### src/design/lrupr_pkg.sv
package lrupr_pkg;

    // defaults for the top level parameters
    localparam int DEF_MAX_FRAMES = 8;
    localparam int DEF_PAGE_BITS  = 16;

    // frame count register and fault counter widths
    localparam int CFG_W   = 4;
    localparam int FAULT_W = 32;

    // frame count after reset
    localparam logic [CFG_W-1:0] NUM_FRAMES_RST = CFG_W'(8);

    // command from the sequencer to the recency file
    typedef struct packed {
        logic clear;    // empty all frames
        logic touch;    // make the given frame most recent and mark it valid
        logic age_all;  // touch ages every valid frame (fill of an empty frame)
    } t_rank_cmd;

endpackage

### src/design/lrupr_ram.sv
module lrupr_ram #(
    parameter int WIDTH = 16,
    parameter int DEPTH = 8
) (
    input  logic                     i_clk,
    input  logic                     i_we,
    input  logic [$clog2(DEPTH)-1:0] i_waddr,
    input  logic [WIDTH-1:0]         i_wdata,
    input  logic [$clog2(DEPTH)-1:0] i_raddr,
    output logic [WIDTH-1:0]         o_rdata
);

    logic [WIDTH-1:0] r_mem [DEPTH];
    logic [WIDTH-1:0] r_rdata;

    // one write port, one registered read port
    always_ff @(posedge i_clk) begin
        if (i_we) begin
            r_mem[i_waddr] <= i_wdata;
        end
        r_rdata <= r_mem[i_raddr];
    end

    assign o_rdata = r_rdata;

endmodule

### src/design/lrupr_rank.sv
module lrupr_rank #(
    parameter int MAX_FRAMES = lrupr_pkg::DEF_MAX_FRAMES
) (
    input  logic                          i_clk,
    input  logic                          i_rst_n,
    input  lrupr_pkg::t_rank_cmd          i_cmd,
    input  logic [$clog2(MAX_FRAMES)-1:0] i_slot,
    input  logic [$clog2(MAX_FRAMES)-1:0] i_limit,
    output logic [MAX_FRAMES-1:0]         o_valid,
    output logic [$clog2(MAX_FRAMES)-1:0] o_rank [MAX_FRAMES]
);
    import lrupr_pkg::*;

    localparam int RANK_W = $clog2(MAX_FRAMES);

    logic [MAX_FRAMES-1:0] r_valid;
    logic [RANK_W-1:0]     r_rank [MAX_FRAMES];

    // valid bits and ages; touched frame goes to age 0, valid frames younger than the limit (all on age_all) age by one
    always_ff @(posedge i_clk) begin
        if (!i_rst_n || i_cmd.clear) begin
            r_valid <= '0;
            for (int i = 0; i < MAX_FRAMES; i++) begin
                r_rank[i] <= '0;
            end
        end else if (i_cmd.touch) begin
            for (int i = 0; i < MAX_FRAMES; i++) begin
                if (i_slot == RANK_W'(i)) begin
                    r_rank[i]  <= '0;
                    r_valid[i] <= 1'b1;
                end else if (r_valid[i] && (i_cmd.age_all || r_rank[i] < i_limit)) begin
                    r_rank[i] <= r_rank[i] + 1'b1;
                end
            end
        end
    end

    assign o_valid = r_valid;
    assign o_rank  = r_rank;

endmodule

### src/design/lru_page_replacement.sv
// LRU page replacement over up to MAX_FRAMES fully associative page frames. Each input beat
// carries one page reference; each reference gives one result beat with hit/fault, the frame
// now holding the page, the evicted page (zero when nothing was evicted) and the saturating
// fault total. A miss searches all N frames, N being the active frame count; a hit in frame k
// ends the search there. The frame search walks the page store one frame per cycle through its
// single read port and one comparator; then the update state, once the output register is free,
// updates ages, store and counter. The result sits in an output register, so the search of the
// next reference may start while it waits. Writing the frame count (0 acts as 1, values above
// MAX_FRAMES as MAX_FRAMES) is accepted while no reference is in flight and empties all frames;
// the fault total is kept.
module lru_page_replacement #(
    parameter int MAX_FRAMES = lrupr_pkg::DEF_MAX_FRAMES,
    parameter int PAGE_BITS  = lrupr_pkg::DEF_PAGE_BITS
) (
    input  logic                          i_clk,
    input  logic                          i_rst_n,
    // frame count register
    input  logic                          i_cfg_valid,
    output logic                          o_cfg_ready,
    input  logic [lrupr_pkg::CFG_W-1:0]   i_cfg_data,
    // page references
    input  logic                          i_in_valid,
    output logic                          o_in_stall,
    input  logic [PAGE_BITS-1:0]          i_page,
    // results
    output logic                          o_out_valid,
    input  logic                          i_out_stall,
    output logic                          o_hit,
    output logic [$clog2(MAX_FRAMES)-1:0] o_slot,
    output logic                          o_evicted_valid,
    output logic [PAGE_BITS-1:0]          o_evicted_page,
    output logic [lrupr_pkg::FAULT_W-1:0] o_fault_count
);
    import lrupr_pkg::*;

    localparam int SLOT_W = $clog2(MAX_FRAMES);

    typedef enum logic [1:0] {
        S_IDLE,
        S_SEARCH,
        S_UPDATE
    } t_state;

    // last active frame index for a frame count value
    function automatic logic [SLOT_W-1:0] last_frame(input logic [CFG_W-1:0] v);
        logic [SLOT_W-1:0] res;
        if (v == '0) begin
            res = '0;
        end else if (int'(v) > MAX_FRAMES) begin
            res = SLOT_W'(MAX_FRAMES - 1);
        end else begin
            res = SLOT_W'(v - 1'b1);
        end
        return res;
    endfunction

    t_state              r_state;
    logic [SLOT_W-1:0]   r_last;
    logic [SLOT_W-1:0]   r_idx;
    logic [PAGE_BITS-1:0] r_page;
    logic                r_hit;
    logic [SLOT_W-1:0]   r_slot;
    logic [SLOT_W-1:0]   r_limit;
    logic                r_empty_found;
    logic [SLOT_W-1:0]   r_empty_idx;
    logic [SLOT_W-1:0]   r_old_rank;
    logic [SLOT_W-1:0]   r_old_idx;
    logic [PAGE_BITS-1:0] r_old_page;
    logic [FAULT_W-1:0]  r_fault;

    logic                r_out_valid;
    logic                r_out_hit;
    logic [SLOT_W-1:0]   r_out_slot;
    logic                r_out_evv;
    logic [PAGE_BITS-1:0] r_out_evp;
    logic [FAULT_W-1:0]  r_out_fault;

    logic                in_acc;
    logic                cfg_acc;
    logic                out_free;
    logic                upd;
    logic                cur_valid;
    logic [SLOT_W-1:0]   cur_rank;
    logic                cur_match;
    logic                at_last;
    logic                fill_empty;
    logic [SLOT_W-1:0]   upd_slot;
    logic [FAULT_W-1:0]  n_fault;
    logic [PAGE_BITS-1:0] rd_data;
    logic [SLOT_W-1:0]   rd_addr;
    logic [MAX_FRAMES-1:0] frame_valid;
    logic [SLOT_W-1:0]   frame_rank [MAX_FRAMES];
    t_rank_cmd           rank_cmd;
    logic [SLOT_W-1:0]   rank_limit;

    // handshakes
    assign o_cfg_ready = (r_state == S_IDLE);
    assign o_in_stall  = (r_state != S_IDLE) || i_cfg_valid;
    assign cfg_acc     = i_cfg_valid && o_cfg_ready;
    assign in_acc      = i_in_valid && !o_in_stall;
    assign out_free    = !r_out_valid || !i_out_stall;
    assign upd         = (r_state == S_UPDATE) && out_free;

    // frame under test this search cycle
    assign cur_valid = frame_valid[r_idx];
    assign cur_rank  = frame_rank[r_idx];
    assign cur_match = cur_valid && (rd_data == r_page);
    assign at_last   = (r_idx == r_last);

    // outcome of a finished search
    assign fill_empty = !r_hit && r_empty_found;
    assign upd_slot   = r_hit ? r_slot : (r_empty_found ? r_empty_idx : r_old_idx);
    assign n_fault    = (!r_hit && r_fault != '1) ? r_fault + 1'b1 : r_fault;
    assign rank_limit = r_hit ? r_limit : r_old_rank;

    assign rank_cmd.clear   = cfg_acc;
    assign rank_cmd.touch   = upd;
    assign rank_cmd.age_all = fill_empty;

    // read ahead: the next frame's page arrives when its search cycle starts
    assign rd_addr = (r_state == S_SEARCH && !at_last) ? r_idx + 1'b1 : '0;

    lrupr_ram #(
        .WIDTH (PAGE_BITS),
        .DEPTH (MAX_FRAMES)
    ) u_page_ram (
        .i_clk   (i_clk),
        .i_we    (upd && !r_hit),
        .i_waddr (upd_slot),
        .i_wdata (r_page),
        .i_raddr (rd_addr),
        .o_rdata (rd_data)
    );

    lrupr_rank #(
        .MAX_FRAMES (MAX_FRAMES)
    ) u_rank (
        .i_clk   (i_clk),
        .i_rst_n (i_rst_n),
        .i_cmd   (rank_cmd),
        .i_slot  (upd_slot),
        .i_limit (rank_limit),
        .o_valid (frame_valid),
        .o_rank  (frame_rank)
    );

    // sequencer, search trackers and result register
    always_ff @(posedge i_clk) begin
        if (!i_rst_n) begin
            r_state     <= S_IDLE;
            r_last      <= last_frame(NUM_FRAMES_RST);
            r_fault     <= '0;
            r_out_valid <= 1'b0;
        end else begin
            if (!i_out_stall) begin
                r_out_valid <= 1'b0;
            end
            unique case (r_state)
                S_IDLE: begin
                    if (cfg_acc) begin
                        r_last <= last_frame(i_cfg_data);
                    end else if (in_acc) begin
                        r_page        <= i_page;
                        r_idx         <= '0;
                        r_hit         <= 1'b0;
                        r_empty_found <= 1'b0;
                        r_state       <= S_SEARCH;
                    end
                end
                S_SEARCH: begin
                    if (cur_match) begin
                        r_hit   <= 1'b1;
                        r_slot  <= r_idx;
                        r_limit <= cur_rank;
                        r_state <= S_UPDATE;
                    end else begin
                        // lowest empty frame
                        if (!cur_valid && !r_empty_found) begin
                            r_empty_found <= 1'b1;
                            r_empty_idx   <= r_idx;
                        end
                        // oldest frame, lowest index on a tie
                        if (r_idx == '0 || cur_rank > r_old_rank) begin
                            r_old_rank <= cur_rank;
                            r_old_idx  <= r_idx;
                            r_old_page <= rd_data;
                        end
                        if (at_last) begin
                            r_state <= S_UPDATE;
                        end else begin
                            r_idx <= r_idx + 1'b1;
                        end
                    end
                end
                S_UPDATE: begin
                    if (out_free) begin
                        r_fault     <= n_fault;
                        r_out_valid <= 1'b1;
                        r_out_hit   <= r_hit;
                        r_out_slot  <= upd_slot;
                        r_out_evv   <= !r_hit && !r_empty_found;
                        r_out_evp   <= (!r_hit && !r_empty_found) ? r_old_page : '0;
                        r_out_fault <= n_fault;
                        r_state     <= S_IDLE;
                    end
                end
                default: begin
                    r_state <= S_IDLE;
                end
            endcase
        end
    end

    assign o_out_valid     = r_out_valid;
    assign o_hit           = r_out_hit;
    assign o_slot          = r_out_slot;
    assign o_evicted_valid = r_out_evv;
    assign o_evicted_page  = r_out_evp;
    assign o_fault_count   = r_out_fault;

    // a hit never evicts
    a_hit_no_evict: assert property (@(posedge i_clk) disable iff (!i_rst_n)
        o_out_valid |-> !(o_hit && o_evicted_valid))
        else $error("hit result reports an eviction");

    // fault total never goes down
    a_fault_monotonic: assert property (@(posedge i_clk) disable iff (!i_rst_n)
        i_rst_n |=> r_fault >= $past(r_fault))
        else $error("fault total decreased");

    // resident frames never exceed the active frame count
    a_valid_in_range: assert property (@(posedge i_clk) disable iff (!i_rst_n)
        $countones(frame_valid) <= int'(r_last) + 1)
        else $error("more valid frames than active frames");

endmodule

### config.mk
export PLATFORM = sky130hd
export DESIGN_NAME = lru_page_replacement
export DESIGN_NICKNAME = d
export VERILOG_FILES = /design/src/design/lrupr_pkg.sv /design/src/design/lrupr_ram.sv /design/src/design/lrupr_rank.sv /design/src/design/lru_page_replacement.sv
export SDC_FILE = /design/constraint.sdc
export NUM_CORES = 1
export LEC_CHECK = 0
export BUFFER_PORTS_ARGS = -buffer_cell sky130_fd_sc_hd__buf_2
export CORE_MARGIN = 2
export CORE_UTILIZATION = 61
export CTS_CLUSTER_DIAMETER = 150
export DETAILED_ROUTE_END_ITERATION = 10
export PLACE_DENSITY = 0.77
export SYNTH_ARGS = -nofsm -noshare
export SYNTH_HDL_FRONTEND = slang
export SYNTH_SLANG_ARGS = --single-unit
### constraint.sdc
create_clock -name i_clk -period 4.9 [get_ports i_clk]
set_input_delay 0.735 -clock i_clk [delete_from_list [all_inputs] [get_ports i_clk]]
set_output_delay 0.735 -clock i_clk [all_outputs]
set_load 0.05 [all_outputs]
# Word-level counts from Yosys, hierarchy flattened
# Memories as Yosys holds them, arrays and structs flattened. A register that Yosys moved wholly into a read port is not among the register bits.
# Index checks and enable logic that the tools add are counted.
[word_totals]
ramBits = 128
memories = 1
output_inout_bits = 56
ff_bits = 175
word_cells = 212
[memory_table]
columns = ["memory", "words", "word_bits", "read_ports", "rd_ports_with_merged_regs", "write_ports", "line_no", "source"]
rows = [
  ["u_page_ram.r_mem", 8, 16, 1, 1, 1, "lrupr_ram.sv:13", "logic [WIDTH-1:0] r_mem [DEPTH];"],
]
[classes]
magnitude_cmp = 12
addsub = 11
n_mux = 51
n_eq_ne = 20
reduce_logical = 79
n_bitwise = 3
[ops]
columns = ["operator", "count"]
rows = [
  ["$mux 3", 28],
  ["$reduce_and 2->1", 18],
  ["$add 32x1->32 const B", 1],
  ["$mux 32", 1],
  ["$ne 32x32->1 const B", 1],
  ["$add 3x1->3 const B", 9],
  ["$lt 3x3->1", 8],
  ["$reduce_bool 2->1", 10],
  ["$logic_and 1x1->1", 18],
  ["$eq 16x16->1", 1],
  ["$reduce_and 4->1", 4],
  ["$eq 3x3->1 const B", 4],
  ["$logic_or 1x1->1", 12],
  ["$reduce_and 6->1", 2],
  ["$mux 1", 11],
  ["$mux 2", 5],
  ["$ne 2x2->1 const B", 5],
  ["$bmux 3 s3", 1],
  ["$logic_not 1->1", 8],
  ["$eq 3x2->1 const B", 2],
  ["$logic_not 3->1", 2],
  ["$pmux 2 s3", 1],
  ["$pmux 3 s2", 1],
  ["$reduce_and 3->1", 2],
  ["18 further kinds", 21],
]

# Depth between registers and ports, before layout
# Gate-level depths: netlist (run 1).
[logic_depth]
depth_word = 7
mapped_depth = 10

# Cells and area by module
# A second synthesis (run 1) with hierarchy kept.
[hier_totals]
hier_cells = 1062
hier_area_um2 = 14296.2
[by_module_without_submodules]
columns = ["mod", "seq_area_each_um2", "area_each_um2", "instances", "cells_each"]
rows = [
  ["lru_page_replacement", 3913.8, 6662.6, 1, 560],
  ["lrupr_ram", 4164.0, 5293.8, 1, 214],
  ["lrupr_rank", 640.6, 2339.7, 1, 288],
]

# Worst setup path before layout (run 1)
# Ideal clock, no wire load.
[synth_path]
kind = "flip-flop to flip-flop"
start = "register r_idx[0]"
end = "register r_old_idx[0], enable pin"
stages_incl_launch_ff = 11
required_time_ns = 4.471
path_buffers = 1
setup_slack_ns = 0.930
t_arrival_ns = 3.542
period_less_slack_ns = 3.970
cell_sequence = "edfxtp_1 > buf_2 > mux4_2 > nand2_1 > nand2_1 > ha_1 > nor2b_1 > o21ai_0 > a32oi_1 > a21oi_1 > nor3_1"
[synth_via]
elab_chain_cells = 7
word_cells_on_any_way = 12
classes_between = "order compare: 1; mux: 5; bitwise: 2; reduce/logical: 4"
[synth_lines]
columns = ["item", "line_no", "source"]
rows = [
  ["start: declaration", "lru_page_replacement.sv:59", "logic [SLOT_W-1:0] r_idx;"],
  ["start signal: assignment", "lru_page_replacement.sv:191", "r_idx <= r_idx + 1'b1;"],
  ["$not 3->4 (implied by the code)", "lru_page_replacement.sv:106", "assign cur_rank = frame_rank[r_idx];"],
  ["$bmux 3 s3", "lru_page_replacement.sv:106", ""],
  ["$mux 3 (implied by the code) (2 in a row)", "lru_page_replacement.sv:106", ""],
  ["net cur_rank[1]", "lru_page_replacement.sv:83", "logic [SLOT_W-1:0] cur_rank;"],
  ["$gt 3x3->1", "lru_page_replacement.sv:183", "if (r_idx == '0 || cur_rank > r_old_rank) begin"],
  ["$logic_or 1x1->1", "lru_page_replacement.sv:183", ""],
  ["$reduce_and 4->1 (no line)", "-", ""],
  ["end signal: assignment", "lru_page_replacement.sv:185", "r_old_idx <= r_idx;"],
  ["end: declaration", "lru_page_replacement.sv:67", "logic [SLOT_W-1:0] r_old_idx;"],
]
# The timed path passes the listed nets, and every way through them passes these cells. The select of a mux whose other input is x is not followed.
# A chain may end at the register's enable or synchronous reset.

# Final worst setup path (run 1)
[layout_path]
start = "register r_hit"
end = "register u_rank.r_rank, in the netlist u_rank.o_rank[3]"
[layout_via]
elab_chain_cells = 6
word_cells_on_any_way = 11
classes_between = "order compare: 1; eq/ne: 1; mux: 3; reduce/logical: 6"
[layout_lines]
columns = ["item", "line_no", "source"]
rows = [
  ["start: declaration", "lru_page_replacement.sv:61", "logic r_hit;"],
  ["start signal: assignment", "lru_page_replacement.sv:165", "r_hit <= 1'b0;"],
  ["start signal: assignment", "lru_page_replacement.sv:172", "r_hit <= 1'b1;"],
  ["$mux 3 / $logic_not 1->1 (equally long branches)", "lru_page_replacement.sv:114, lru_page_replacement.sv:111", ""],
  ["$lt 3x3->1 / $logic_and 1x1->1 (equally long branches)", "lrupr_rank.sv:31, lru_page_replacement.sv:111", ""],
  ["$logic_or 1x1->1", "lrupr_rank.sv:31", "end else if (r_valid[i] && (i_cmd.age_all || r_rank[i] < i_limit)) begin"],
  ["$logic_and 1x1->1", "lrupr_rank.sv:31", ""],
  ["$reduce_bool 2->1 (no line)", "-", ""],
  ["$reduce_and 2->1 (no line)", "-", ""],
  ["end signal: indexed assignment", "lrupr_rank.sv:32", "r_rank[i] <= r_rank[i] + 1'b1;"],
  ["end: declaration", "lrupr_rank.sv:17", "logic [RANK_W-1:0] r_rank [MAX_FRAMES];"],
]
# Several ways; a longest one is shown, not always the timed one.

==> results.json, run 1 <==
{
  "status": "finished clean",
  "length_of_the_first_detailed_routing_pass_in_iterations": 5,
  "numClockSinks": 319,
  "clk_latency_ns": 0.57,
  "synthMostInstantiatedCell": "sky130_fd_sc_hd__edfxtp_1",
  "ys_ff_latch": 319,
  "yosysUniqueCellTypes": 64,
  "cp_data_arrival_time_ns": 3.67,
  "totalWireLength_mm": 29.0,
  "synth-edff-count": 233,
  "grt_start_max_net_pins": 49,
  "ios": 81,
  "grt-ovfl-total": 0,
  "ir_drop_mv": 0.288,
  "post_synth_fa_ha_maj_area_fraction": 0.0281,
  "initial_core_util": 0.616,
  "cts_root_buf": "sky130_fd_sc_hd__clkbuf_16",
  "drt-initial-drc-count": 797,
  "route.detailed.vias_per_inst": 6.15,
  "finish.net_count": 1232,
  "fmax_ghz": 0.313,
  "layout_min_cycle_time_ns": 3.19,
  "synth-warning-count": 0,
  "route.antenna.remaining_nets": 0,
  "powerDensity_nw_per_um2": 363,
  "post_synthesis_compound_gate_area_fraction": 0.0935,
  "areaGrowthSynthToFinish_pct": 12.9,
  "dieArea_um2": 23900,
  "synthMuxAreaShare": 0.0472,
  "die_h_um": 155,
  "total_negative_slack_for_setup_checks_ns": 0,
  "grt_pass1_wl_mm": 46.1,
  "numPortBuffers": 80,
  "worst_ep_required_time_ns": 5.38,
  "drive_gt1_frac": 0.154,
  "timing_worst_slew_pin_value_ns": 1.12,
  "max_slew_vio_count": 0,
  "cts_buffers": 31,
  "synth_top_cell_by_area": "sky130_fd_sc_hd__edfxtp_1",
  "cell_area_after_synthesis_um2": 13800,
  "timing.max_slew.rel_slack": 0.253,
  "main_combinational_cell_family_by_area_after_synthesis": "simple AND/OR/NAND/NOR gates",
  "final_design_area_no_fill_um2": 15600,
  "dpl_hpwl_mm": 18.9,
  "groute.usage.overall": 0.244,
  "cts_max_level": 1,
  "clk_pin_slew_ns": 0.06,
  "route.vias.total": 9139,
  "worst-setup-path-type": "reg2reg",
  "cell_area_placed_um2": 14500,
  "post-synth-top-area-fraction": 0.506,
  "cts.repair.resized": 0,
  "synthesis.instances": 1097,
  "fin_ws_ns": 1.71,
  "grt_pass1_vias": 8754,
  "place_ws_ns": 1.72,
  "final_util": 0.696,
  "dominantRegCellSynth": "sky130_fd_sc_hd__edfxtp_1",
  "most_area_consuming_cells_after_synthesis": "sky130_fd_sc_hd__edfxtp_1 (51%), sky130_fd_sc_hd__dfxtp_1 (12%), sky130_fd_sc_hd__mux2i_1 (3.3%), sky130_fd_sc_hd__ha_1 (2.8%), sky130_fd_sc_hd__xor2_1 (2.7%)",
  "hold_viol": 0,
  "end_kind": "flop",
  "synth-seq-area-share": 0.631,
  "gp_congestion": 0.894,
  "yosys.area_share.simple": 0.140,
  "core-area_um2": 22400,
  "fin_total_pwr_uw": 5670,
  "antenna_violations_before_repair": 0,
  "finClkSkew_ns": 0.0127,
  "sequential_cell_area_um2": 8720,
  "max-clock-path-buffers": 3,
  "cts.hold.buffers_added": 0,
  "synth_area_per_cell_um2": 12.6,
  "finalCritPeriodShare": 0.651,
  "finalSetupViolCount": 0,
  "floorplan_die_width_um": 155,
  "critPathMaxFanout": 18,
  "cts_tree": "built",
  "fill_cells": 1524,
  "num_antenna_cells": 0,
  "rsz0062_at_grt": "false",
  "worst_setup_path_start_kind": "flop",
  "route.detailed.drc": 0,
  "leakage_uw": 0.00566,
  "multiInputGateArea_um2": 4800,
  "yosys.area_share.xor_xnor": 0.0348,
  "synth_fp_nets": 1153,
  "placement_rows": 55,
  "wl_per_cell_um": 19.5,
  "post_cts_buffers": 0,
  "synthTopCellsByCount": "sky130_fd_sc_hd__edfxtp_1 (233), sky130_fd_sc_hd__nand2_1 (94), sky130_fd_sc_hd__dfxtp_1 (86)",
  "cap_violations": 0,
  "postSynth.asyncResetShare": 0,
  "min_path_type": "in2reg"
}
[cells in the final DEF (no fill, tap or decap), types with 17 or more instances in the layout]
cell type                     n
sky130_fd_sc_hd__a21oi_1     41
sky130_fd_sc_hd__and2_1      21
sky130_fd_sc_hd__buf_2       80
sky130_fd_sc_hd__buf_4       17
sky130_fd_sc_hd__clkbuf_16   31
sky130_fd_sc_hd__dfxtp_1     86
sky130_fd_sc_hd__edfxtp_1   233
sky130_fd_sc_hd__ha_1        31
sky130_fd_sc_hd__inv_1       31
sky130_fd_sc_hd__mux2i_1     46
sky130_fd_sc_hd__nand2_1     94
sky130_fd_sc_hd__nand3_1     39
sky130_fd_sc_hd__nand4_1     33
sky130_fd_sc_hd__nor2_1      78
sky130_fd_sc_hd__nor3_1      17
sky130_fd_sc_hd__nor4_1      22
sky130_fd_sc_hd__o21ai_0     20
sky130_fd_sc_hd__o31ai_1     21
sky130_fd_sc_hd__xor2_1      42
[critical path, cell delays in order, from the launching register on]
cell	delay (ns)
sky130_fd_sc_hd__edfxtp_1	0.81
sky130_fd_sc_hd__mux2i_1	0.82
sky130_fd_sc_hd__ha_1	0.32
sky130_fd_sc_hd__o21a_1	0.14
sky130_fd_sc_hd__nor2_1	0.05
sky130_fd_sc_hd__o311ai_0	0.68
sky130_fd_sc_hd__nand4_1	0.18
sky130_fd_sc_hd__o31ai_1	0.09
[report_power, final]
part           total (uW)  switching (uW)  internal (uW)  leakage [uW]
registers            2960            45.3           2920       0.00288
logic                 239             157           81.7       0.00226
clock network        2470            1010           1470      0.000526
[cells by family after synthesis]
kind of cell / Yosys count
AND/OR/NAND/NOR: 378
multiplexers: 55
adder cells (fa/ha/maj): 31
flip-flops: 319
AO/OA/AOI/OAI: 175
XOR/XNOR: 55
buffers and inverters: 84
[flip-flops by register name, summed over array words and instances (netlist names), 8 cells and up]
| name | count |
|---|---|
| o_evicted_page | 16 |
| r_page | 16 |
| r_old_page | 16 |
| u_rank.o_valid | 8 |
| r_fault | 32 |
| u_rank.o_rank | 24 |
| u_page_ram.o_rdata | 16 |
| o_fault_count | 32 |
| u_page_ram.r_mem | 128 |
[per-stage QoR]
| step | cells | hold WS, ns |
|---|---|---|
| finish | 1486 | 0.332 |
| global route | 1486 | 0.313 |
| CTS | 1485 | 0.311 |
| detailed placement | 1427 | 0.443 |
| global placement | 1427 | 0.439 |
| floorplan | 1097 | 0.428 |
[worst paths after layout]
check                           to  slack, ns  cells past startpoint                  start
setup / recovery  u_rank.o_rank[3]       1.71                      7                  r_hit
hold / removal          r_page[10]       0.33                      1             i_page[10]
setup reg to reg  u_rank.o_rank[3]       1.71                      7                  r_hit
hold reg to reg      r_old_page[6]       0.46                      0  u_page_ram.o_rdata[6]
[area by class of cell]
class / count / share of cell area
sequential: 319 / 0.558
multi-input combinational: 694 / 0.308
clock buffer: 40 / 0.0557
timing repair buffer: 98 / 0.0341
tap: 285 / 0.0228
clock inverter: 18 / 0.0135
inverter: 32 / 0.00769
[metal layers]
| metal | share of wire | vias to the layer above | track usage | wire, um |
|---|---|---|---|---|
| li1 | - | 4317 | - | - |
| met1 | 0.42 | 4394 | 0.334 | 12200 |
| met2 | 0.49 | 371 | 0.412 | 14100 |
| met3 | 0.070 | 57 | 0.0347 | 2030 |
| met4 | 0.023 | 0 | 0.0745 | 680 |
| met5 | 0 | - | 0 | 0 |
(Power assumes the default switching activity.)
==> run 2, diff against run 1 <==
ABC_AREA = 1   (was not set)
clock period = 3.2 ns   (was 4.9 ns; I/O delays follow)
==> run 2 against run 1 <==
Compared with the run above: combinational power increased by 13%; sequential power rose by 51%; setup slack lost 1.3 ns; synthesized cell count grew 53%; maximum frequency grew 13%; non-clock buffer count increased by 13; flip-flop and latch count stayed put; clock power increased by 45%; critical endpoint is now r_old_page[9].
==> results.json, run 2 <==
{
  "synth_fp_nets": 1736,
  "synthTopCellsByCount": "sky130_fd_sc_hd__nand2_1 (559), sky130_fd_sc_hd__edfxtp_1 (233), sky130_fd_sc_hd__inv_1 (208)",
  "dieArea_um2": 25700,
  "cts_buffers": 34,
  "post_synthesis_compound_gate_area_fraction": 0.0306,
  "synth_area_per_cell_um2": 8.86,
  "fmax_ghz": 0.354,
  "leakage_uw": 0.00742,
  "most_area_consuming_cells_after_synthesis": "sky130_fd_sc_hd__edfxtp_1 (47%), sky130_fd_sc_hd__nand2_1 (14%), sky130_fd_sc_hd__dfxtp_1 (12%), sky130_fd_sc_hd__inv_1 (5.2%), sky130_fd_sc_hd__nand3_1 (5.1%)",
  "yosys.area_share.simple": 0.264,
  "core-area_um2": 24100,
  "critical_path.max_stage_delay_ns": 0.36,
  "route.antenna.remaining_nets": 0,
  "num_antenna_cells": 0,
  "post_synth_fa_ha_maj_area_fraction": 0.0261,
  "route.detailed.drc": 0,
  "groute.usage.overall": 0.269,
  "synthMostInstantiatedCell": "sky130_fd_sc_hd__nand2_1",
  "post-synth-top-area-fraction": 0.470,
  "finish.net_count": 1835,
  "largest_register_ff_count": 128,
  "totalWireLength_mm": 34.0,
  "cp_data_arrival_time_ns": 3.01,
  "timing_worst_slew_pin_value_ns": 1.17,
  "synth_top_cell_by_area": "sky130_fd_sc_hd__edfxtp_1",
  "route.vias.total": 11300,
  "areaGrowthSynthToFinish_pct": 12.1,
  "worst-r2r-setup-slack_ns": 0.37,
  "initial_core_util": 0.618,
  "cts.repair.resized": 0,
  "finalSetupViolCount": 0,
  "grt-ovfl-total": 0,
  "grt_start_max_net_pins": 54,
  "floorplan_die_width_um": 160,
  "synth-edff-count": 233,
  "grt_pass1_wl_mm": 54.6,
  "yosys.area_share.xor_xnor": 0.0204,
  "numClockSinks": 319,
  "critPathMaxFanout": 22,
  "max_slew_vio_count": 0,
  "worst_setup_path_start_kind": "flop",
  "final_util": 0.692,
  "route.detailed.vias_per_inst": 5.32,
  "main_combinational_cell_family_by_area_after_synthesis": "simple AND/OR/NAND/NOR gates",
  "powerDensity_nw_per_um2": 500,
  "highest_count_cells_in_the_layout_ignoring_fill_and_taps": "sky130_fd_sc_hd__nand2_1 (559), sky130_fd_sc_hd__edfxtp_1 (233), sky130_fd_sc_hd__inv_1 (208)",
  "cts_tree": "built",
  "layout_min_cycle_time_ns": 2.83,
  "cts.hold.buffers_added": 0,
  "gp_congestion": 0.920,
  "numPortBuffers": 80,
  "critical_register_to_register_path_endpoint": "r_old_page[9]",
  "finalCritPeriodShare": 0.884,
  "postSynth.asyncResetShare": 0,
  "fill_cells": 1903,
  "hold_path_startpoint": "i_page[13]",
  "r2r_start": "r_idx[0]",
  "cts_max_level": 2,
  "dominantRegCellSynth": "sky130_fd_sc_hd__edfxtp_1",
  "timing.reg2reg.worst_path_depth": 14,
  "die_h_um": 160,
  "grt_pass1_vias": 10600,
  "timing.max_slew.rel_slack": 0.214,
  "clk_latency_ns": 0.52,
  "regMostFlops": "u_page_ram.r_mem",
  "synth-warning-count": 0,
  "synthesis.instances": 1680,
  "drt-initial-drc-count": 1243,
  "hold_end": "r_page[13]",
  "end_kind": "flop",
  "power.net_switching_uw": 1760,
  "worst_ep_required_time_ns": 3.38,
  "status": "finished clean",
  "ios": 81,
  "drive_gt1_frac": 0.110,
  "cap_violations": 0,
  "worst-setup-path-type": "reg2reg",
  "seq_power_share": 0.537,
  "cts_root_buf": "sky130_fd_sc_hd__clkbuf_16",
  "ir_drop_mv": 0.425,
  "rsz0062_at_grt": "false",
  "cellInternalPower_uw": 6590,
  "yosysUniqueCellTypes": 31,
  "mostFrequentLayoutCell": "sky130_fd_sc_hd__nand2_1",
  "min_path_type": "in2reg",
  "cp_slowest_cell": "sky130_fd_sc_hd__edfxtp_1",
  "power.share.combinational": 0.032,
  "post_cts_buffers": 0,
  "dpl_hpwl_mm": 23.3,
  "antenna_violations_before_repair": 0,
  "length_of_the_first_detailed_routing_pass_in_iterations": 6,
  "switching_share": 0.210,
  "total_negative_slack_for_setup_checks_ns": 0,
  "hold_viol": 0,
  "synthMuxAreaShare": 0,
  "ys_ff_latch": 319,
  "cp_cell_sequence": "clkinv_1, a21oi_1, o21ai_0, nand2_1, inv_1, o21ai_0, inv_1, ha_1, nand3_1, nand2_1, a21oi_1, nand2_1, inv_1, buf_4",
  "power.share.clock": 0.431,
  "synth-seq-area-share": 0.586,
  "finClkSkew_ns": 0.0232,
  "clk_pin_slew_ns": 0.06,
  "max-clock-path-buffers": 3,
  "wl_per_cell_um": 16.0,
  "timing.hold.worst_path_depth": 1,
  "cell_area_after_synthesis_um2": 14900,
  "placement_rows": 57
}
[run 2: cell types whose count changed in the layout (fill, tap and decap cells not counted), moves of 15 or more]
cell | before | now
sky130_fd_sc_hd__a21oi_1 | 41 | 65
sky130_fd_sc_hd__and2_1 | 21 | 0
sky130_fd_sc_hd__nand2_1 | 94 | 559
sky130_fd_sc_hd__nor2_1 | 78 | 158
sky130_fd_sc_hd__nor4_1 | 22 | 0
sky130_fd_sc_hd__o31ai_1 | 21 | 0
sky130_fd_sc_hd__o211a_1 | 15 | 0
sky130_fd_sc_hd__o221ai_1 | 15 | 0
sky130_fd_sc_hd__inv_1 | 31 | 208
sky130_fd_sc_hd__nand2_2 | 0 | 15
sky130_fd_sc_hd__nand3_1 | 39 | 152
sky130_fd_sc_hd__mux2i_1 | 46 | 0
[run 2: cell families (layout without fill, tap and decap cells)]
group	Yosys count	count (layout)
xor gates and xnor gates	33	33
AOI/OAI and AO/OA	89	89
and+or+nand+nor	942	942
buffers and inverters	266	391
DFF	319	319
adders and majority gates	31	31
[run 2: per-stage QoR]
step | worst slack [ns] | instances | power, uW | hold slack [ns] | cell area, um^2
global route | 0.0249 | 2129 | 8590 | 0.117 | 16700
global placement | 0.473 | 2067 | 4820 | 0.438 | 15700
finish | 0.372 | 2129 | 8340 | 0.128 | 16700
CTS | 0.410 | 2129 | 8400 | 0.120 | 16700
floorplan | 0.271 | 1680 | 4730 | 0.428 | 14900
detailed placement | 0.435 | 2067 | 4830 | 0.444 | 15700
[run 2: layout make-up]
class	count	area, um^2	area share
inverter	218	818	0.0490
clock buffer	48	903	0.0541
multi-input combinational	1095	5080	0.305
sequential	319	8720	0.523
tap	324	405	0.0243
timing repair buffer	111	646	0.0387
clock inverter	14	111	0.00667
[run 2: routing by layer]
layer	share of wire	wire, um	track usage
met5	0	0	0
met2	0.45	15400	0.420
met1	0.43	14800	0.393
met4	0.017	588	0.0672
met3	0.098	3320	0.0517
[run 2: worst max path at each step]
stage	start	to	slack, ns	depth (start not counted)
floorplan	o_out_valid	o_evicted_page[0]	0.27	5
global route	r_idx[0]	r_old_page[10]	0.02	14
global placement	r_idx[0]	r_old_page[11]	0.47	14
CTS	r_idx[0]	r_old_page[14]	0.41	14
detailed placement	r_idx[0]	r_old_page[11]	0.43	14
finish	r_idx[0]	r_old_page[9]	0.37	14
[run 2: critical path: cells and delay by family (launching register included)]
kind                       cells  cell delay (ns)
AOI/OAI and AO/OA              4             0.78
adders and majority gates      1             0.28
buffers and inverters          5             0.80
and+or+nand+nor                4             0.27
DFF                            1             0.36
[run 2: power by group through the flow]
stage,Clock (uW),Sequential (uW),Combinational [uW]
after floorplan,0,4550,180
after global placement,0,4560,259
after detailed placement,0,4560,266
after CTS,3660,4480,268
after global routing,3810,4480,302
final,3590,4480,270
